$ cat config.mk
export PLATFORM = sky130hd
export DESIGN_NAME = pmat_ram
export DESIGN_NICKNAME = d
export VERILOG_FILES = /design/src/hdl/pmat_ram.sv
export SDC_FILE = /design/constraint.sdc
export NUM_CORES = 2
export LEC_CHECK = 0
export ABC_AREA = 1
export BUFFER_PORTS_ARGS = -buffer_cell sky130_fd_sc_hd__buf_2
export CORE_MARGIN = 1.5
export CORE_UTILIZATION = 53
export CTS_CLUSTER_SIZE = 20
export DETAILED_ROUTE_END_ITERATION = 8
export GPL_ROUTABILITY_DRIVEN = 0
export PLACE_DENSITY_LB_ADDON = 0.2
export SKIP_CTS_REPAIR_TIMING = 1
export SLEW_MARGIN = 40
export SYNTH_ARGS = -nofsm -noshare
export SYNTH_HDL_FRONTEND = slang
export SYNTH_SLANG_ARGS = --single-unit
$ cat constraint.sdc
create_clock -name clk_i -period 1.7 [get_ports clk_i]
set_input_delay 0.255 -clock clk_i [delete_from_list [all_inputs] [get_ports clk_i]]
set_output_delay 0.255 -clock clk_i [all_outputs]
set_load 0.02 [all_outputs]
$ cat src/hdl/pmat_ram.sv
// Generic simple dual-port RAM with registered read.
module pmat_ram #(
  parameter int Width = 8,
  parameter int Depth = 256
) (
  input  logic                     clk_i,
  input  logic                     we_i,
  input  logic [$clog2(Depth)-1:0] waddr_i,
  input  logic [Width-1:0]         wdata_i,
  input  logic [$clog2(Depth)-1:0] raddr_i,
  output logic [Width-1:0]         rdata_o
);

  logic [Width-1:0] mem_q [Depth];

  always_ff @(posedge clk_i) begin
    if (we_i) begin
      mem_q[waddr_i] <= wdata_i;
    end
    rdata_o <= mem_q[raddr_i];
  end

endmodule

### Yosys cells after proc, flatten, opt, wreduce, memory -nomap -nowiden

Memory sizes are Yosys's and may differ from the RTL's. A register that Yosys moved wholly into a read port is not among the register bits.
Cells that the tools add are included.

| word-level totals | value |
|---|---|
| flip-flop bits (word level) | 0 |
| RAM bits | 2048 |
| input bits | 26 |
| output and inout bits | 8 |
| word-level logic and storage cells | 3 |
| memories | 1 |

| cells by class | value |
|---|---|
| multiplexer cells | 2 |

Memory list:

| name | words | width | read ports | clocked after memory_dff | write ports | line | RTL |
|---|---|---|---|---|---|---|---|
| mem_q | 256 | 8 | 1 | 1 | 1 | 14 | `logic [Width-1:0] mem_q [Depth];` |

Operators with widths:

| operator | count |
|---|---|
| $mux 1 | 2 |

### Longest topological paths before layout

| depth | value |
|---|---|
| depth in word-level cells | 2 |
| depth in mapped cells | 15 |
| mapped depth without buffers | 11 |

### Least setup slack after synthesis

OpenSTA, ideal clock, no wires.

| timing path | value |
|---|---|
| path kind | input-to-reg |
| from | input port we_i |
| to | memory mem_q[162][0], enable pin |
| library setup time | 0.370 ns |
| arrival time | 1.376 ns |
| data required time | 1.330 ns |
| setup slack | -0.046 ns |
| stages on the path | 4 |
| buffers on the path | 2 |
| cell sequence | clkbuf_1 nand3_1 clkbuf_1 nor2_1 |

| on the way | value |
|---|---|
| cells in the longest elaborated chain, start to end | 2 |

RTL lines:

| what | line | RTL |
|---|---|---|
| start: declaration | 7 | `input logic we_i,` |
| $mux 1 | 17 | `if (we_i) begin` |
| $mux 1 (not written as such) | 18 | `mem_q[waddr_i] <= wdata_i;` |
| end: declaration | 14 |  |

Every way passes these cells.

==> impl_metrics.env <==
export IMPL_min_from="raddr_i[6]"
export IMPL_worst_ep_arrival_time_ps=2450
export IMPL_async_flop_share_pct=0
export IMPL_synth_edf_count=2048
export IMPL_crit_chain="nand2_1 > nand3_1 > nand3_1 > nand3_2 > nand3_2 > buf_4 > nand3_2 > nand3_2 > nand2_4 > nand2_4 > nand2_1"
export IMPL_timing_final_max_slew_violations=0
export IMPL_largest_family_of_logic_cells_by_synthesized_area="simple AND/OR/NAND/NOR gates"
export IMPL_chipWidth_um=400
export IMPL_compound_gate_portion_of_the_synthesized_area_pct=0
export IMPL_outcome="finished, violations left"
export IMPL_netlist_area_leader_share_pct=73.7
export IMPL_placement_io_buffers=33
export IMPL_worst_setup_hold_path_clk_slew_ps=60
export IMPL_synthesis_instances=7003
export IMPL_timing_critical_path_buf_inv=1
export IMPL_synth_top_area_cell="sky130_fd_sc_hd__edfxtp_1"
export IMPL_grtUsageTotal_pct=30.0
export IMPL_max_clock_freq_mhz=586
export IMPL_coreArea_um2=156000
export IMPL_grt_pass1_wl_um=354000
export IMPL_fillCellCount=11700
export IMPL_worstSetupStartpoint="mem_q[3][6]"
export IMPL_cp_max_fo=1
export IMPL_synth_common_cells="sky130_fd_sc_hd__nand2_1, sky130_fd_sc_hd__edfxtp_1, sky130_fd_sc_hd__nand3_1, sky130_fd_sc_hd__nor2_1, sky130_fd_sc_hd__buf_2"
export IMPL_ys_ff_latch=2056
export IMPL_cts_root_buffer="sky130_fd_sc_hd__clkbuf_16"
export IMPL_fraction_of_layout_instances_using_a_drive_strength_above_1_pct=16.2
export IMPL_drv_cap=0
export IMPL_routed_wl_um=240000
export IMPL_drcViolationCount=0
export IMPL_die_height_um=400
export IMPL_synth_mux_area_share_pct=0
export IMPL_dp_final_hpwl_um=153000
export IMPL_synth_adder_area_share_pct=0
export IMPL_worst_ir_drop_vdd_v=0.00106
export IMPL_headroom_to_the_max_slew_limit_pct=57.3
export IMPL_insertion_delay_ps=850
export IMPL_design_final_nets=7633
export IMPL_final_core_utilization_pct=63.5
export IMPL_finalClockSkew_ps=32.1
export IMPL_drt_first_iter_violations=8019
export IMPL_timing_rr_start="mem_q[3][6]"
export IMPL_p_per_area_nw_per_um2=1080
export IMPL_timing_critical_path_from_type="register"
export IMPL_via_cell_ratio=5.91
export IMPL_critical_path_max_stage_delay_ps=370
export IMPL_cts_htree_levels=4
export IMPL_timing_final_crit_share_pct=100
export IMPL_grt_antenna_before_repair=10
export IMPL_worstMarginPinSlew_ps=639
export IMPL_ys_types=14
export IMPL_yosys_top_cells_area="sky130_fd_sc_hd__edfxtp_1, sky130_fd_sc_hd__nand3_1, sky130_fd_sc_hd__nand2_1"
export IMPL_violations="setup timing"
export IMPL_timing_hold_violations_final=0
export IMPL_final_cells=9839
export IMPL_final_min_clock_period_ps=1710
export IMPL_synth_most_common_cell="sky130_fd_sc_hd__nand2_1"
export IMPL_crit_path_class="register to register"
export IMPL_crit_required_ps=2440
export IMPL_detail_route_wl_per_cell_um=24.4
export IMPL_multiInputGateArea_um2=19700
export IMPL_syn_nets=7029
export IMPL_yosys_area_share_xor_xnor_pct=0
export IMPL_area_growth_syn_to_layout_pct=19.0
export IMPL_ys_seq_area_share_pct=73.9
export IMPL_firstDrtPassIters=6
export IMPL_design_power_total_mw=107
export IMPL_worst_path_max_delay_cell="sky130_fd_sc_hd__edfxtp_1"
export IMPL_tritoncts="done"
export IMPL_setup_violators_final=1
export IMPL_floorplan_initialDensity_pct=53.4
export IMPL_rows=145
export IMPL_cts_sinks=2056
export IMPL_first_global_vias=55000
export IMPL_syn_avg_cell_area_um2=11.9
export IMPL_rsz0062_at_grt="true"
export IMPL_max_clock_path_buffers=3
export IMPL_setup_worst_path_end_class="register"
export IMPL_ys_dominant_reg_cell="sky130_fd_sc_hd__edfxtp_1"
export IMPL_p_leak_nw=36.1
export IMPL_count_of_vias_placed_by_the_detailed_router=58200
export IMPL_antenna_violating_nets_post_route=0
export IMPL_path_common_cell="sky130_fd_sc_hd__nand3_2"
export IMPL_timing_final_ws_setup_ps=-5.54
export IMPL_io_pins=34
export IMPL_dp_worst_setup_slack_ps=-854
export IMPL_register_area_um2=61700
export IMPL_tritoncts_num_buffers=205
export IMPL_hold_slack_ps=133
export IMPL_global_route_overflow_total=0
export IMPL_critical_path_top_delay_family="simple AND/OR/NAND/NOR gates"
export IMPL_synth_warnings=0
export IMPL_dp_cells=9449
export IMPL_netlist_area_um2=83400
export IMPL_die_area_um2=160000
export IMPL_synth_simple_gate_area_share_pct=22.9
export IMPL_worst_hold_path_type="input port to register"
export IMPL_grt_start_max_net_pins=81
[where the power goes]
group          switching [mW]  internal (mW)
registers              0.0898           55.9
clock network            18.9           24.1
logic                    5.33           2.53
[stage by stage]
stage | cell area (um2) | setup TNS (ps)
floorplan | 83400 | -9330
global placement | 92200 | -91680
detailed placement | 92200 | -112580
CTS | 98500 | -2580
global route | 99200 | -130
finish | 99300 | -5.54
[sequential cells by signal, summed over array words and instances (netlist names)]
| name | count |
|---|---|
| rdata_o | 8 |
| mem_q | 2048 |
[routing by layer]
metal / vias up / wire length, um / global-route usage (%)
met5: - / 17 / 0
met4: 4 / 7900 / 10.8
met3: 463 / 26300 / 6.60
met2: 3269 / 110000 / 45.5
met1: 28300 / 95600 / 42.9
li1: 26100 / - / -
[cell families after synthesis]
family,Yosys count
buf+inv,522
flops,2056
simple gates,4425
[layout by cell type, fill, tap and decap left out, types with 5 or more instances in the layout]
cell type | Yosys | layout
sky130_fd_sc_hd__dlygate4sd3_1 | 0 | 9
sky130_fd_sc_hd__edfxtp_1 | 2048 | 2048
sky130_fd_sc_hd__buf_6 | 16 | 8
sky130_fd_sc_hd__inv_6 | 0 | 5
sky130_fd_sc_hd__inv_1 | 36 | 33
sky130_fd_sc_hd__nor2_1 | 283 | 283
sky130_fd_sc_hd__buf_12 | 0 | 166
sky130_fd_sc_hd__clkbuf_16 | 0 | 209
sky130_fd_sc_hd__clkinv_1 | 0 | 48
sky130_fd_sc_hd__nand3_2 | 0 | 72
sky130_fd_sc_hd__nand2_2 | 0 | 10
sky130_fd_sc_hd__clkinv_2 | 0 | 35
sky130_fd_sc_hd__clkinvlp_4 | 0 | 6
sky130_fd_sc_hd__nand3_1 | 2019 | 1937
sky130_fd_sc_hd__buf_4 | 46 | 671
sky130_fd_sc_hd__bufinv_16 | 0 | 10
sky130_fd_sc_hd__diode_2 | 0 | 9
sky130_fd_sc_hd__nand2_1 | 2123 | 2110
sky130_fd_sc_hd__buf_2 | 268 | 14
sky130_fd_sc_hd__buf_8 | 1 | 11
sky130_fd_sc_hd__clkbuf_1 | 112 | 46
sky130_fd_sc_hd__nand3_4 | 0 | 10
[worst min-delay path: stages]
cell and delay (ps):
sky130_fd_sc_hd__buf_2 130, sky130_fd_sc_hd__buf_4 260, sky130_fd_sc_hd__nand3_1 130, sky130_fd_sc_hd__nand2_1 50, sky130_fd_sc_hd__nand2_1 50, sky130_fd_sc_hd__nand2_1 40
[cell type report]
type	instances	share of cell area [%]
Sequential cell	2056	62.1
Multi-Input combinational cell	4425	19.8
Timing Repair Buffer	880	8.85
Clock buffer	257	5.47
Tap cell	2058	2.59
Clock inverter	115	0.919
Inverter	39	0.182
Antenna cell	9	0.0227
[path summary, 6_finish.rpt]
path                      to  slack, ps  cells past startpoint
setup / recovery  rdata_o[6]         -6                     11
hold / removal    rdata_o[1]        130                      6
setup reg to reg  rdata_o[6]         -6                     11
hold reg to reg   rdata_o[7]        960                     10
Note: power is estimated with default switching activity, not from simulation.
